File: config.mk
export PLATFORM = sky130hd
export DESIGN_NAME = mbr_partition_table_check
export DESIGN_NICKNAME = d
export VERILOG_FILES = /design/src/hw/rtl/mbrc_pkg.sv /design/src/hw/rtl/mbrc_front.sv /design/src/hw/rtl/mbrc_job_queue.sv /design/src/hw/rtl/mbrc_back.sv /design/src/hw/rtl/mbr_partition_table_check.sv
export SDC_FILE = /design/constraint.sdc
export NUM_CORES = 2
export LEC_CHECK = 0
export ABC_AREA = 1
export BUFFER_PORTS_ARGS = -buffer_cell sky130_fd_sc_hd__buf_2
export CORE_MARGIN = 2
export CORE_UTILIZATION = 40
export CTS_CLUSTER_DIAMETER = 200
export DETAILED_ROUTE_END_ITERATION = 8
export PLACE_DENSITY = 0.53
export SLEW_MARGIN = 20
export SYNTH_ARGS = -nofsm -noshare
export SYNTH_HDL_FRONTEND = slang
export SYNTH_SLANG_ARGS = --single-unit
export TNS_END_PERCENT = 10
File: constraint.sdc
create_clock -name clock -period 27.1 [get_ports clock]
set_input_delay 1.355 -clock clock [delete_from_list [all_inputs] [get_ports clock]]
set_output_delay 1.355 -clock clock [all_outputs]
set_load 0.005 [all_outputs]
File: src/hw/rtl/mbrc_pkg.sv
// ----------------------------------------------------------------------------
// mbrc_pkg: shared types and constants of the MBR partition table checker
// Entry layout, classification codes, status codes and the job record that
// passes from the byte capture front end to the table checker.
// ----------------------------------------------------------------------------
package mbrc_pkg;

   // Geometry of sector zero
   localparam int ENTRY_COUNT  = 4;
   localparam int SECTOR_BYTES = 512;
   localparam int EIDX_W       = (ENTRY_COUNT > 2) ? 2 : 1;
   localparam int OFFSET_W     = 9;
   localparam int ENTRY_BYTES  = 16;

   localparam logic [OFFSET_W-1:0] TABLE_BASE = 9'd446;
   localparam logic [OFFSET_W-1:0] TABLE_END  = OFFSET_W'(446 + ENTRY_BYTES * ENTRY_COUNT);
   localparam logic [OFFSET_W-1:0] SIG_OFFSET = 9'd510;
   localparam logic [OFFSET_W-1:0] LAST_OFFSET = OFFSET_W'(SECTOR_BYTES - 1);

   // Byte positions inside one 16-byte entry
   localparam logic [3:0] FLD_BOOT     = 4'd0;
   localparam logic [3:0] FLD_TYPE     = 4'd4;
   localparam logic [3:0] FLD_START_LO = 4'd8;
   localparam logic [3:0] FLD_START_HI = 4'd11;
   localparam logic [3:0] FLD_LEN_LO   = 4'd12;
   localparam logic [3:0] FLD_LEN_HI   = 4'd15;

   // Marker bytes
   localparam logic [7:0] SIG_BYTE0 = 8'h55;
   localparam logic [7:0] SIG_BYTE1 = 8'haa;
   localparam logic [7:0] BOOT_FLAG = 8'h80;

   // Partition type bytes
   localparam logic [7:0] TYPE_EMPTY     = 8'h00;
   localparam logic [7:0] TYPE_FAT16_SM  = 8'h04;
   localparam logic [7:0] TYPE_FAT16     = 8'h06;
   localparam logic [7:0] TYPE_FAT32_CHS = 8'h0b;
   localparam logic [7:0] TYPE_FAT32_LBA = 8'h0c;
   localparam logic [7:0] TYPE_FAT16_LBA = 8'h0e;
   localparam logic [7:0] TYPE_LINUX     = 8'h83;
   localparam logic [7:0] TYPE_EXT_CHS   = 8'h05;
   localparam logic [7:0] TYPE_EXT_LBA   = 8'h0f;
   localparam logic [7:0] TYPE_GPT_PROT  = 8'hee;

   // Kind classes
   localparam logic [2:0] KIND_EMPTY    = 3'd0;
   localparam logic [2:0] KIND_FAT      = 3'd1;
   localparam logic [2:0] KIND_LINUX    = 3'd2;
   localparam logic [2:0] KIND_EXTENDED = 3'd3;
   localparam logic [2:0] KIND_GPT      = 3'd4;
   localparam logic [2:0] KIND_OTHER    = 3'd5;

   // Table status codes
   localparam logic [1:0] STATUS_OK      = 2'd0;
   localparam logic [1:0] STATUS_CORRUPT = 2'd1;
   localparam logic [1:0] STATUS_INVALID = 2'd2;

   // Register file
   localparam int CSR_IDX_W  = 1;
   localparam int CSR_DATA_W = 48;
   localparam int COUNT_W    = 48;
   localparam int SIZE_W     = 16;
   localparam logic [CSR_IDX_W-1:0] CSR_SECTOR_COUNT = 1'd0;
   localparam logic [CSR_IDX_W-1:0] CSR_SECTOR_SIZE  = 1'd1;
   localparam logic [SIZE_W-1:0]    SIZE_RESET       = SIZE_W'(SECTOR_BYTES);

   // Job queue
   localparam int JOBQ_DEPTH = 2;
   localparam int JOBQ_PTR_W = $clog2(JOBQ_DEPTH);
   localparam int JOBQ_CNT_W = $clog2(JOBQ_DEPTH + 1);

   localparam int END_W = 33;

   typedef struct packed {
      logic [7:0]  ptype;
      logic        boot;
      logic [31:0] start;
      logic [31:0] len;
   } part_entry_type;

   typedef struct packed {
      part_entry_type [ENTRY_COUNT-1:0] entries;
      logic                             sig_ok;
      logic                             size_ok;
      logic [COUNT_W-1:0]               count;
   } job_type;

   typedef struct packed {
      logic full;
      logic empty;
   } jobq_stat_type;

   typedef struct packed {
      logic [1:0]  entry_index;
      logic [7:0]  part_type;
      logic [2:0]  part_kind;
      logic        bootable;
      logic [31:0] start_sector;
      logic [31:0] length_sectors;
      logic [1:0]  table_status;
      logic        last_entry;
   } rsp_type;

   // Map a raw type byte onto its kind class
   function automatic logic [2:0] kind_of(input logic [7:0] ptype);
      logic [2:0] kind;
      case (ptype)
         TYPE_EMPTY: kind = KIND_EMPTY;
         TYPE_FAT16_SM, TYPE_FAT16, TYPE_FAT32_CHS, TYPE_FAT32_LBA, TYPE_FAT16_LBA:
            kind = KIND_FAT;
         TYPE_LINUX: kind = KIND_LINUX;
         TYPE_EXT_CHS, TYPE_EXT_LBA: kind = KIND_EXTENDED;
         TYPE_GPT_PROT: kind = KIND_GPT;
         default: kind = KIND_OTHER;
      endcase
      return kind;
   endfunction

endpackage

File: src/hw/rtl/mbrc_front.sv
// ----------------------------------------------------------------------------
// mbrc_front: byte capture front end
// Tracks the byte offset in sector zero, assembles the four table entries and
// the signature, holds the device registers and hands a job to the queue on
// the last byte of the sector.
// ----------------------------------------------------------------------------
module mbrc_front import mbrc_pkg::*; (
   input  logic                  clock,
   input  logic                  reset,
   input  logic                  req_push,
   input  logic [7:0]            req_sector_byte,
   output logic                  req_full,
   input  logic                  csr_we,
   input  logic [CSR_IDX_W-1:0]  csr_index,
   input  logic [CSR_DATA_W-1:0] csr_wdata,
   input  jobq_stat_type         jobq_stat,
   output logic                  job_push,
   output job_type               job_data
);

   logic [OFFSET_W-1:0]              offset_ff, offset_in;
   logic                             sig_lo_ff, sig_lo_in;
   part_entry_type [ENTRY_COUNT-1:0] ent_ff, ent_in;
   logic [COUNT_W-1:0]               count_ff, count_in;
   logic [SIZE_W-1:0]                size_ff, size_in;

   logic                        accept;
   logic                        in_table;
   logic [OFFSET_W-1:0]         rel;
   logic [EIDX_W-1:0]           eidx;
   logic [3:0]                  field;

   // Stall only the last byte, and only while no job slot is free
   assign req_full = (offset_ff == LAST_OFFSET) && jobq_stat.full;
   assign accept   = req_push && !req_full;

   // Decode the position of the current byte
   always_comb begin
      rel      = offset_ff - TABLE_BASE;
      in_table = (offset_ff >= TABLE_BASE) && (offset_ff < TABLE_END);
      eidx     = rel[EIDX_W+3:4];
      field    = rel[3:0];
   end

   // Assemble entries; start and length shift in little-endian
   always_comb begin
      ent_in = ent_ff;
      if (accept && in_table) begin
         if (field == FLD_BOOT) begin
            ent_in[eidx].boot = (req_sector_byte == BOOT_FLAG);
         end else if (field == FLD_TYPE) begin
            ent_in[eidx].ptype = req_sector_byte;
         end else if (field inside {[FLD_START_LO:FLD_START_HI]}) begin
            ent_in[eidx].start = {req_sector_byte, ent_ff[eidx].start[31:8]};
         end else if (field inside {[FLD_LEN_LO:FLD_LEN_HI]}) begin
            ent_in[eidx].len = {req_sector_byte, ent_ff[eidx].len[31:8]};
         end
      end
   end

   // Advance the offset and catch the first signature byte
   always_comb begin
      offset_in = offset_ff;
      sig_lo_in = sig_lo_ff;
      if (accept) begin
         offset_in = (offset_ff == LAST_OFFSET) ? '0 : offset_ff + 1'b1;
         if (offset_ff == SIG_OFFSET) begin
            sig_lo_in = (req_sector_byte == SIG_BYTE0);
         end
      end
   end

   // Register writes
   always_comb begin
      count_in = count_ff;
      size_in  = size_ff;
      if (csr_we) begin
         case (csr_index)
            CSR_SECTOR_COUNT: count_in = csr_wdata[COUNT_W-1:0];
            CSR_SECTOR_SIZE:  size_in  = csr_wdata[SIZE_W-1:0];
            default: ;
         endcase
      end
   end

   // Hand over the finished sector
   always_comb begin
      job_push         = accept && (offset_ff == LAST_OFFSET);
      job_data.entries = ent_ff;
      job_data.sig_ok  = sig_lo_ff && (req_sector_byte == SIG_BYTE1);
      job_data.size_ok = (size_ff >= SIZE_W'(SECTOR_BYTES));
      job_data.count   = count_ff;
   end

   always_ff @(posedge clock) begin
      if (reset) begin
         offset_ff <= '0;
         sig_lo_ff <= 1'b0;
         count_ff  <= '0;
         size_ff   <= SIZE_RESET;
      end else begin
         offset_ff <= offset_in;
         sig_lo_ff <= sig_lo_in;
         count_ff  <= count_in;
         size_ff   <= size_in;
      end
   end

   always_ff @(posedge clock) begin
      ent_ff <= ent_in;
   end

   a_no_push_when_full : assert property (@(posedge clock) disable iff (reset)
      job_push |-> !jobq_stat.full)
      else $error("job pushed into a full queue");

   a_offset_wraps : assert property (@(posedge clock) disable iff (reset)
      (accept && (offset_ff == LAST_OFFSET)) |=> (offset_ff == '0))
      else $error("byte offset did not wrap after the last byte");

endmodule

File: src/hw/rtl/mbrc_job_queue.sv
// ----------------------------------------------------------------------------
// mbrc_job_queue: short queue of captured sectors
// Holds finished partition tables between the front end and the checker so
// that either side can stall on its own.
// ----------------------------------------------------------------------------
module mbrc_job_queue import mbrc_pkg::*; (
   input  logic          clock,
   input  logic          reset,
   input  logic          push,
   input  job_type       push_data,
   input  logic          pop,
   output job_type       head,
   output jobq_stat_type stat
);

   job_type               slots_ff [JOBQ_DEPTH];
   logic [JOBQ_PTR_W-1:0] wr_ptr_ff, wr_ptr_in;
   logic [JOBQ_PTR_W-1:0] rd_ptr_ff, rd_ptr_in;
   logic [JOBQ_CNT_W-1:0] count_ff, count_in;
   logic                  do_push, do_pop;

   assign stat.full  = (count_ff == JOBQ_CNT_W'(JOBQ_DEPTH));
   assign stat.empty = (count_ff == '0);
   assign head       = slots_ff[rd_ptr_ff];

   // Advance pointers and occupancy
   always_comb begin
      do_push   = push && !stat.full;
      do_pop    = pop && !stat.empty;
      wr_ptr_in = wr_ptr_ff;
      rd_ptr_in = rd_ptr_ff;
      count_in  = count_ff;
      if (do_push) begin
         wr_ptr_in = (wr_ptr_ff == JOBQ_PTR_W'(JOBQ_DEPTH - 1)) ? '0 : wr_ptr_ff + 1'b1;
      end
      if (do_pop) begin
         rd_ptr_in = (rd_ptr_ff == JOBQ_PTR_W'(JOBQ_DEPTH - 1)) ? '0 : rd_ptr_ff + 1'b1;
      end
      if (do_push && !do_pop) begin
         count_in = count_ff + 1'b1;
      end else if (do_pop && !do_push) begin
         count_in = count_ff - 1'b1;
      end
   end

   always_ff @(posedge clock) begin
      if (reset) begin
         wr_ptr_ff <= '0;
         rd_ptr_ff <= '0;
         count_ff  <= '0;
      end else begin
         wr_ptr_ff <= wr_ptr_in;
         rd_ptr_ff <= rd_ptr_in;
         count_ff  <= count_in;
      end
   end

   always_ff @(posedge clock) begin
      if (do_push) begin
         slots_ff[wr_ptr_ff] <= push_data;
      end
   end

   a_count_bounded : assert property (@(posedge clock) disable iff (reset)
      count_ff <= JOBQ_CNT_W'(JOBQ_DEPTH))
      else $error("job queue occupancy above its depth");

endmodule

File: src/hw/rtl/mbrc_back.sv
// ----------------------------------------------------------------------------
// mbrc_back: table checker and result emitter
// Takes one job, checks bounds and start of each entry, checks every pair of
// entries for overlap, then emits one result per entry through an output
// register. Entries sit in a rotating row so slot 0 is the one in work.
// ----------------------------------------------------------------------------
module mbrc_back import mbrc_pkg::*; (
   input  logic          clock,
   input  logic          reset,
   input  jobq_stat_type jobq_stat,
   input  job_type       job_head,
   output logic          job_pop,
   input  logic          rsp_pop,
   output logic          rsp_empty,
   output rsp_type       rsp
);

   typedef struct packed {
      part_entry_type   ent;
      logic [END_W-1:0] fin;
   } slot_type;

   localparam logic [1:0] ST_IDLE  = 2'd0;
   localparam logic [1:0] ST_CHECK = 2'd1;
   localparam logic [1:0] ST_PAIR  = 2'd2;
   localparam logic [1:0] ST_EMIT  = 2'd3;

   localparam logic [EIDX_W-1:0] LAST_IDX = EIDX_W'(ENTRY_COUNT - 1);

   logic [1:0]                 state_ff, state_in;
   slot_type [ENTRY_COUNT-1:0] slot_ff, slot_in;
   logic                       sig_ok_ff, sig_ok_in;
   logic                       size_ok_ff, size_ok_in;
   logic [COUNT_W-1:0]         count_ff, count_in;
   logic                       bad_ff, bad_in;
   logic [EIDX_W-1:0]          row_ff, row_in;
   logic [EIDX_W-1:0]          col_ff, col_in;
   logic                       out_valid_ff, out_valid_in;
   rsp_type                    out_ff, out_in;

   slot_type [ENTRY_COUNT-1:0] slot_upd, slot_rot;
   slot_type                   s0, sk;
   logic                       used0, usedk;
   logic [END_W-1:0]           end0;
   logic [EIDX_W-1:0]          lim;
   logic                       do_cmp;
   logic                       overlap;
   logic                       out_load;
   logic [1:0]                 status;

   // Slot 0 view, its end sector and the pair candidate
   always_comb begin
      s0      = slot_ff[0];
      sk      = slot_ff[col_ff];
      used0   = (s0.ent.len != '0);
      usedk   = (sk.ent.len != '0);
      end0    = END_W'(s0.ent.start) + END_W'(s0.ent.len);
      lim     = LAST_IDX - row_ff;
      do_cmp  = (col_ff <= lim);
      overlap = used0 && usedk && (END_W'(s0.ent.start) < sk.fin)
                && (END_W'(sk.ent.start) < s0.fin);
      status  = !size_ok_ff ? STATUS_INVALID
              : (sig_ok_ff && !bad_ff) ? STATUS_OK : STATUS_CORRUPT;
   end

   // Rotate the row by one slot, slot 0 moving to the end
   always_comb begin
      slot_upd = slot_ff;
      if (state_ff == ST_CHECK) begin
         slot_upd[0].fin = end0;
      end
      for (int k = 0; k < ENTRY_COUNT; k++) begin
         slot_rot[k] = slot_upd[(k + 1) % ENTRY_COUNT];
      end
   end

   // Sequence one job
   always_comb begin
      state_in   = state_ff;
      slot_in    = slot_ff;
      sig_ok_in  = sig_ok_ff;
      size_ok_in = size_ok_ff;
      count_in   = count_ff;
      bad_in     = bad_ff;
      row_in     = row_ff;
      col_in     = col_ff;
      job_pop    = 1'b0;
      out_load   = 1'b0;
      case (state_ff)
         ST_IDLE: begin
            if (!jobq_stat.empty) begin
               job_pop = 1'b1;
               for (int k = 0; k < ENTRY_COUNT; k++) begin
                  slot_in[k].ent = job_head.entries[k];
                  slot_in[k].fin = '0;
               end
               sig_ok_in  = job_head.sig_ok;
               size_ok_in = job_head.size_ok;
               count_in   = job_head.count;
               bad_in     = 1'b0;
               col_in     = '0;
               state_in   = ST_CHECK;
            end
         end
         ST_CHECK: begin
            // bound and start-sector check of one used entry
            if (used0 && ((COUNT_W'(end0) > count_ff) || (s0.ent.start == '0))) begin
               bad_in = 1'b1;
            end
            slot_in = slot_rot;
            if (col_ff == LAST_IDX) begin
               row_in   = '0;
               col_in   = EIDX_W'(1);
               state_in = ST_PAIR;
            end else begin
               col_in = col_ff + 1'b1;
            end
         end
         ST_PAIR: begin
            // slot 0 against the later entries, one pair a cycle
            if (do_cmp && overlap) begin
               bad_in = 1'b1;
            end
            if (col_ff >= lim) begin
               slot_in = slot_rot;
               col_in  = EIDX_W'(1);
               row_in  = row_ff + 1'b1;
               if (row_ff == LAST_IDX) begin
                  row_in   = '0;
                  col_in   = '0;
                  state_in = ST_EMIT;
               end
            end else begin
               col_in = col_ff + 1'b1;
            end
         end
         ST_EMIT: begin
            if (!out_valid_ff || rsp_pop) begin
               out_load = 1'b1;
               slot_in  = slot_rot;
               col_in   = col_ff + 1'b1;
               if (col_ff == LAST_IDX) begin
                  col_in   = '0;
                  state_in = ST_IDLE;
               end
            end
         end
         default: state_in = ST_IDLE;
      endcase
   end

   // Build the result for slot 0; clear it on a non-ok table
   always_comb begin
      out_in                = out_ff;
      out_valid_in          = out_valid_ff;
      if (out_load) begin
         out_valid_in          = 1'b1;
         out_in.entry_index    = 2'(col_ff);
         out_in.table_status   = status;
         out_in.last_entry     = (col_ff == LAST_IDX);
         out_in.part_type      = '0;
         out_in.part_kind      = KIND_EMPTY;
         out_in.bootable       = 1'b0;
         out_in.start_sector   = '0;
         out_in.length_sectors = '0;
         if (status == STATUS_OK) begin
            out_in.part_type = s0.ent.ptype;
            out_in.bootable  = s0.ent.boot;
            if (used0) begin
               out_in.part_kind      = kind_of(s0.ent.ptype);
               out_in.start_sector   = s0.ent.start;
               out_in.length_sectors = s0.ent.len;
            end
         end
      end else if (rsp_pop) begin
         out_valid_in = 1'b0;
      end
   end

   assign rsp_empty = !out_valid_ff;
   assign rsp       = out_ff;

   always_ff @(posedge clock) begin
      if (reset) begin
         state_ff     <= ST_IDLE;
         row_ff       <= '0;
         col_ff       <= '0;
         bad_ff       <= 1'b0;
         out_valid_ff <= 1'b0;
      end else begin
         state_ff     <= state_in;
         row_ff       <= row_in;
         col_ff       <= col_in;
         bad_ff       <= bad_in;
         out_valid_ff <= out_valid_in;
      end
   end

   always_ff @(posedge clock) begin
      slot_ff    <= slot_in;
      sig_ok_ff  <= sig_ok_in;
      size_ok_ff <= size_ok_in;
      count_ff   <= count_in;
      out_ff     <= out_in;
   end

   a_pop_only_idle : assert property (@(posedge clock) disable iff (reset)
      job_pop |-> (state_ff == ST_IDLE) && !jobq_stat.empty)
      else $error("job taken while a table is still in work");

   a_last_matches_index : assert property (@(posedge clock) disable iff (reset)
      out_valid_ff |-> (out_ff.last_entry == (out_ff.entry_index == 2'(LAST_IDX))))
      else $error("last entry flag disagrees with entry index");

   a_cleared_on_error : assert property (@(posedge clock) disable iff (reset)
      (out_valid_ff && (out_ff.table_status != STATUS_OK))
      |-> (out_ff.part_type == '0) && (out_ff.start_sector == '0)
          && (out_ff.length_sectors == '0) && !out_ff.bootable)
      else $error("entry fields not cleared on a failed table");

endmodule

File: src/hw/rtl/mbr_partition_table_check.sv
// ----------------------------------------------------------------------------
// mbr_partition_table_check: MBR partition table checker, top level
// Streams sector zero byte by byte, keeps the four partition entries and the
// signature, checks the table and reports one result per entry.
// ----------------------------------------------------------------------------
//
//   channel   ports                      transaction
//   -------   ------------------------   ---------------------------------
//   request   req_push / req_full        one byte of sector zero
//   response  rsp_pop / rsp_empty        one partition entry result
//   csr       csr_we, csr_index          register write, no wait
//
// One byte is taken every cycle; req_full rises only on the last byte of a
// sector while both job queue slots hold tables not yet checked.
// The checker takes a table from the queue, checks each entry in turn, then
// compares the pairs of entries, one pair compare a cycle, then emits one result per
// cycle into the output register as long as rsp_pop keeps up.
// Reset is synchronous; it clears offsets, queues and registers
// (sector count 0, sector size 512). Entry stores are not reset.
// ----------------------------------------------------------------------------
module mbr_partition_table_check import mbrc_pkg::*; (
   input  logic                  clock,
   input  logic                  reset,
   input  logic                  req_push,
   input  logic [7:0]            req_sector_byte,
   output logic                  req_full,
   input  logic                  rsp_pop,
   output logic                  rsp_empty,
   output logic [1:0]            rsp_entry_index,
   output logic [7:0]            rsp_part_type,
   output logic [2:0]            rsp_part_kind,
   output logic                  rsp_bootable,
   output logic [31:0]           rsp_start_sector,
   output logic [31:0]           rsp_length_sectors,
   output logic [1:0]            rsp_table_status,
   output logic                  rsp_last_entry,
   input  logic                  csr_we,
   input  logic [CSR_IDX_W-1:0]  csr_index,
   input  logic [CSR_DATA_W-1:0] csr_wdata
);

   jobq_stat_type jobq_stat;
   logic          job_push;
   logic          job_pop;
   job_type       job_data;
   job_type       job_head;
   rsp_type       rsp;

   // Byte capture
   mbrc_front u_front (
      .clock           (clock),
      .reset           (reset),
      .req_push        (req_push),
      .req_sector_byte (req_sector_byte),
      .req_full        (req_full),
      .csr_we          (csr_we),
      .csr_index       (csr_index),
      .csr_wdata       (csr_wdata),
      .jobq_stat       (jobq_stat),
      .job_push        (job_push),
      .job_data        (job_data)
   );

   // Decouple capture from checking
   mbrc_job_queue u_job_queue (
      .clock     (clock),
      .reset     (reset),
      .push      (job_push),
      .push_data (job_data),
      .pop       (job_pop),
      .head      (job_head),
      .stat      (jobq_stat)
   );

   // Check and emit
   mbrc_back u_back (
      .clock     (clock),
      .reset     (reset),
      .jobq_stat (jobq_stat),
      .job_head  (job_head),
      .job_pop   (job_pop),
      .rsp_pop   (rsp_pop),
      .rsp_empty (rsp_empty),
      .rsp       (rsp)
   );

   assign rsp_entry_index    = rsp.entry_index;
   assign rsp_part_type      = rsp.part_type;
   assign rsp_part_kind      = rsp.part_kind;
   assign rsp_bootable       = rsp.bootable;
   assign rsp_start_sector   = rsp.start_sector;
   assign rsp_length_sectors = rsp.length_sectors;
   assign rsp_table_status   = rsp.table_status;
   assign rsp_last_entry     = rsp.last_entry;

endmodule

==> impl_metrics.toml <==
[setup_path]
r2r_end = "u_job_queue.slots_ff[0][275]"
r2r_start = "u_front.offset_ff[1]"
crit_arrival_ns = 6.43
rrSetupSlack_ns = 21.09
start_kind = "flip-flop"
worstPathMaxFanout = 68
ff2ff_path_depth = 15
crit_path_end_kind = "flip-flop"
crit_required_ns = 27.51
critPathKind = "flip-flop to flip-flop"

[logic_synthesis]
syn_nets = 5810
synth_area_leaders = "edfxtp_1 (69%), nor2_1 (6.1%), o21ai_0 (5.1%), nand2_1 (3.5%), ha_1 (2.7%)"
synthFlopType = "edfxtp_1"
synth_edf_count = 1531
synth_warnings = 0
synth_seq_cells = 1609
netlist_instances = 5605
synth_top_area_share_pct = 68.85
yosys.area.top_type = "edfxtp_1"
seq_area_frac_synth_pct = 71.19
syn_area_sq_mm = 0.06678
async_reset_ff_share_pct = 0
synthDistinctLibCells = 50
avgSynthCellArea_sq_um = 11.91

[sta]
fin_ws_ns = 21.09
timing.final.crit_period_ns = 6.015
maxSlewViolCount = 0
slew_headroom_pct = 23.37
hold-worst-slack_ns = 0.4430
fin_skew_ns = 0.03256
hold_viol = 0
rsz0062_at_grt = "no"
post-route-period-util_pct = 22.19
report.final.setup_viol = 0
fmax_ghz = 0.1663
finalSetupTns_ns = 0
worst_slew_pin_slew_ns = 1.141

[cts]
post_cts_resized = 0
clock_path_buffers = 3
cts_setup_buffers = 0
holdBufCountCts = 0
cts_buffers = 170
cts_tree = "yes"
htree_levels = 4
clk_pin_slew_ns = 0.06
cts_num_sinks = 1609
root_buffer = "clkbuf_16"
clock_latency_ns = 0.81

[min_path]
hp-class = "flip-flop to flip-flop"
min_to = "u_job_queue.slots_ff[1][32]"
holdPathStages = 0
hold_start = "u_front.count_ff[32]"

[placement]
dp_cells = 7728
routabilityCongestion = 0.9054
pre_cts_ws_ns = 20.63
dp_hpwl_um = 119400
portBuffers = 144

[cells_and_area]
drive_gt1_share_pct = 9.574
nFillCells = 15005
fin_cells = 8039
layout.nets = 5916
syn_to_final_growth_pct = 12.64

[routing]
vias = 43114
wl_um = 192800
drcViolationCount = 0
drt_iter0_drc = 4470
detail_route.wl_per_cell_um = 23.99
via_per_inst = 5.363
detail-route-antenna-nets = 0
dr.pass1.iters = 6

[floorplanning]
dieHeight_um = 412.6
die_x_um = 412.6
ios = 145
core_area_sq_mm = 0.1654
start_util_pct = 40.38
placementRows = 149
die_area_sq_mm = 0.1702

[power]
seq_power_share_pct = 42.3
p_leak_nw = 27.46
powerDensity_mw_per_mm2 = 114.4
p_switching_mw = 3.244
p_int_mw = 5.359
power_frac_comb_pct = 31.3
power_frac_clock_pct = 26.4
netSwitchingFraction_pct = 37.71
max-vdd-ir-drop_mv = 0.1335

[status]
status = "finished clean"

[flow_run]
cap_violations = 0

[grt]
grt_pass1_wl_um = 279900
grt_max_degree = 206
grt_remaining_overflow = 0
grt_pass1_vias = 41014
grt.total_usage_pct = 22.43
antenna_found_initial = 5
[worst max-delay path, stage by stage, from the launching register on]
cell     delay, ns
dfxtp_1       0.36
ha_1          0.21
nand4_1       0.13
nor2_1        0.07
ha_1          0.21
inv_1         0.06
nor3_1        0.05
inv_1         0.06
nand2_1       0.15
inv_1         0.14
nand2_1       0.17
nor2_4        0.64
buf_4         0.68
buf_4         0.69
buf_4         0.89
buf_4         0.92
[worst max-delay path by stage]
stage                              start                      endpoint  slack (ns)
floorplan                       req_push    u_job_queue.slots_ff[1][0]       10.18
global placement                req_push  u_job_queue.slots_ff[0][202]       20.70
detailed placement              req_push  u_job_queue.slots_ff[0][202]       20.63
CTS                 u_front.offset_ff[1]  u_job_queue.slots_ff[0][129]       20.95
global route        u_front.offset_ff[1]  u_job_queue.slots_ff[1][203]       20.64
finish              u_front.offset_ff[1]  u_job_queue.slots_ff[0][275]       21.09
[power by group through the flow]
stage                     Combinational, mW  Sequential [mW]  Clock (mW)
after CTS                              2.70             3.64        2.31
after detailed placement               2.69             3.68           0
after global routing                   2.99             3.68        2.40
after global placement                 2.65             3.68           0
after floorplan                        1.71             3.70           0
final                                  2.70             3.64        2.27
[sequential cells by signal (all words and copies together), names as in the netlist, 2 cells and up, named ones only]
name	cells
u_back.col_ff	2
u_back.count_ff	48
u_back.row_ff	2
u_back.rsp	81
u_back.s0	106
u_back.slot_ff	318
u_back.state_ff	2
u_front.count_ff	48
u_front.job_data	292
u_front.offset_ff	9
u_front.size_ff	7
u_job_queue.count_ff	2
u_job_queue.slots_ff	684
[cells in the final DEF (no fill, tap or decap), types with 46 or more instances in the layout]
master and n:
nand2_1 620, clkinv_1 46, a21oi_1 181, nor2_1 1081, inv_1 462, buf_4 67, edfxtp_1 1531, clkbuf_16 175
buf_2 144, o22ai_1 191, o21ai_0 680, dfxtp_1 75, ha_1 141
[synthesized netlist by cell type (2+ instances only)]
| master | count |
|---|---|
| edfxtp_1 | 1531 |
| nor2_1 | 1094 |
| o21ai_0 | 680 |
| nand2_1 | 622 |
| inv_1 | 466 |
| clkbuf_1 | 213 |
| o22ai_1 | 191 |
| a21oi_1 | 182 |
| ha_1 | 142 |
| dfxtp_1 | 78 |
| buf_2 | 49 |
| nand4_1 | 45 |
| nand3_1 | 44 |
| o221ai_2 | 42 |
| nor3_1 | 27 |
| o22a_1 | 26 |
| buf_1 | 16 |
| o21ai_1 | 16 |
| xor2_1 | 15 |
| nor4_1 | 13 |
| o21ai_2 | 11 |
| o21bai_1 | 10 |
| nand2_2 | 9 |
| clkinv_1 | 8 |
| a21o_1 | 7 |
| a21oi_2 | 7 |
| inv_2 | 7 |
| o211ai_1 | 7 |
| xnor2_1 | 6 |
| a211oi_1 | 5 |
| nor2_2 | 4 |
| o21a_1 | 4 |
| or2_1 | 4 |
| a221oi_1 | 2 |
| a31oi_1 | 2 |
| buf_4 | 2 |
| nand3_2 | 2 |
| nand3b_1 | 2 |
| nor3b_1 | 2 |
| xor2_2 | 2 |
[area by class of cell]
cell class	instances	area, sq um	area share (%)
antenna	1	2.502	0.003327
timing repair buffer	215	1304	1.733
tap	2189	2739	3.641
inverter	481	1828	2.430
sequential	1609	47540	63.21
clock buffer	220	4598	6.113
multi-input combinational	3234	16430	21.84
clock inverter	90	773.2	1.028
[metal layers]
| layer | GRT usage [%] | wire length, um |
|---|---|---|
| met3 | 3.266 | 12030 |
| met5 | 0 | 0 |
| met2 | 35.80 | 89950 |
| met4 | 5.399 | 4005 |
| met1 | 32.32 | 86840 |
[kinds of logic (layout without fill, tap and decap cells)]
group	after synthesis	after routing	share of synthesized area [%]
buffers and inverters	762	1006	4.401
other	0	1	0
XOR/XNOR	23	23	0.3242
AO/OA/AOI/OAI	1197	1197	10.40
AND/OR/NAND/NOR	1871	1871	10.99
flip-flops	1609	1609	71.19
adder cells (fa/ha/maj)	143	143	2.691
[stage by stage]
step | total power [mW] | utilization [%] | cell area [sq um]
floorplan | 5.412 | - | 66780
global placement | 6.330 | 42.24 | 69840
detailed placement | 6.377 | 42.24 | 69840
CTS | 8.650 | 45.48 | 75210
global route | 9.074 | 45.48 | 75210
finish | 8.603 | 45.49 | 75220
(Power assumes the default switching activity.)
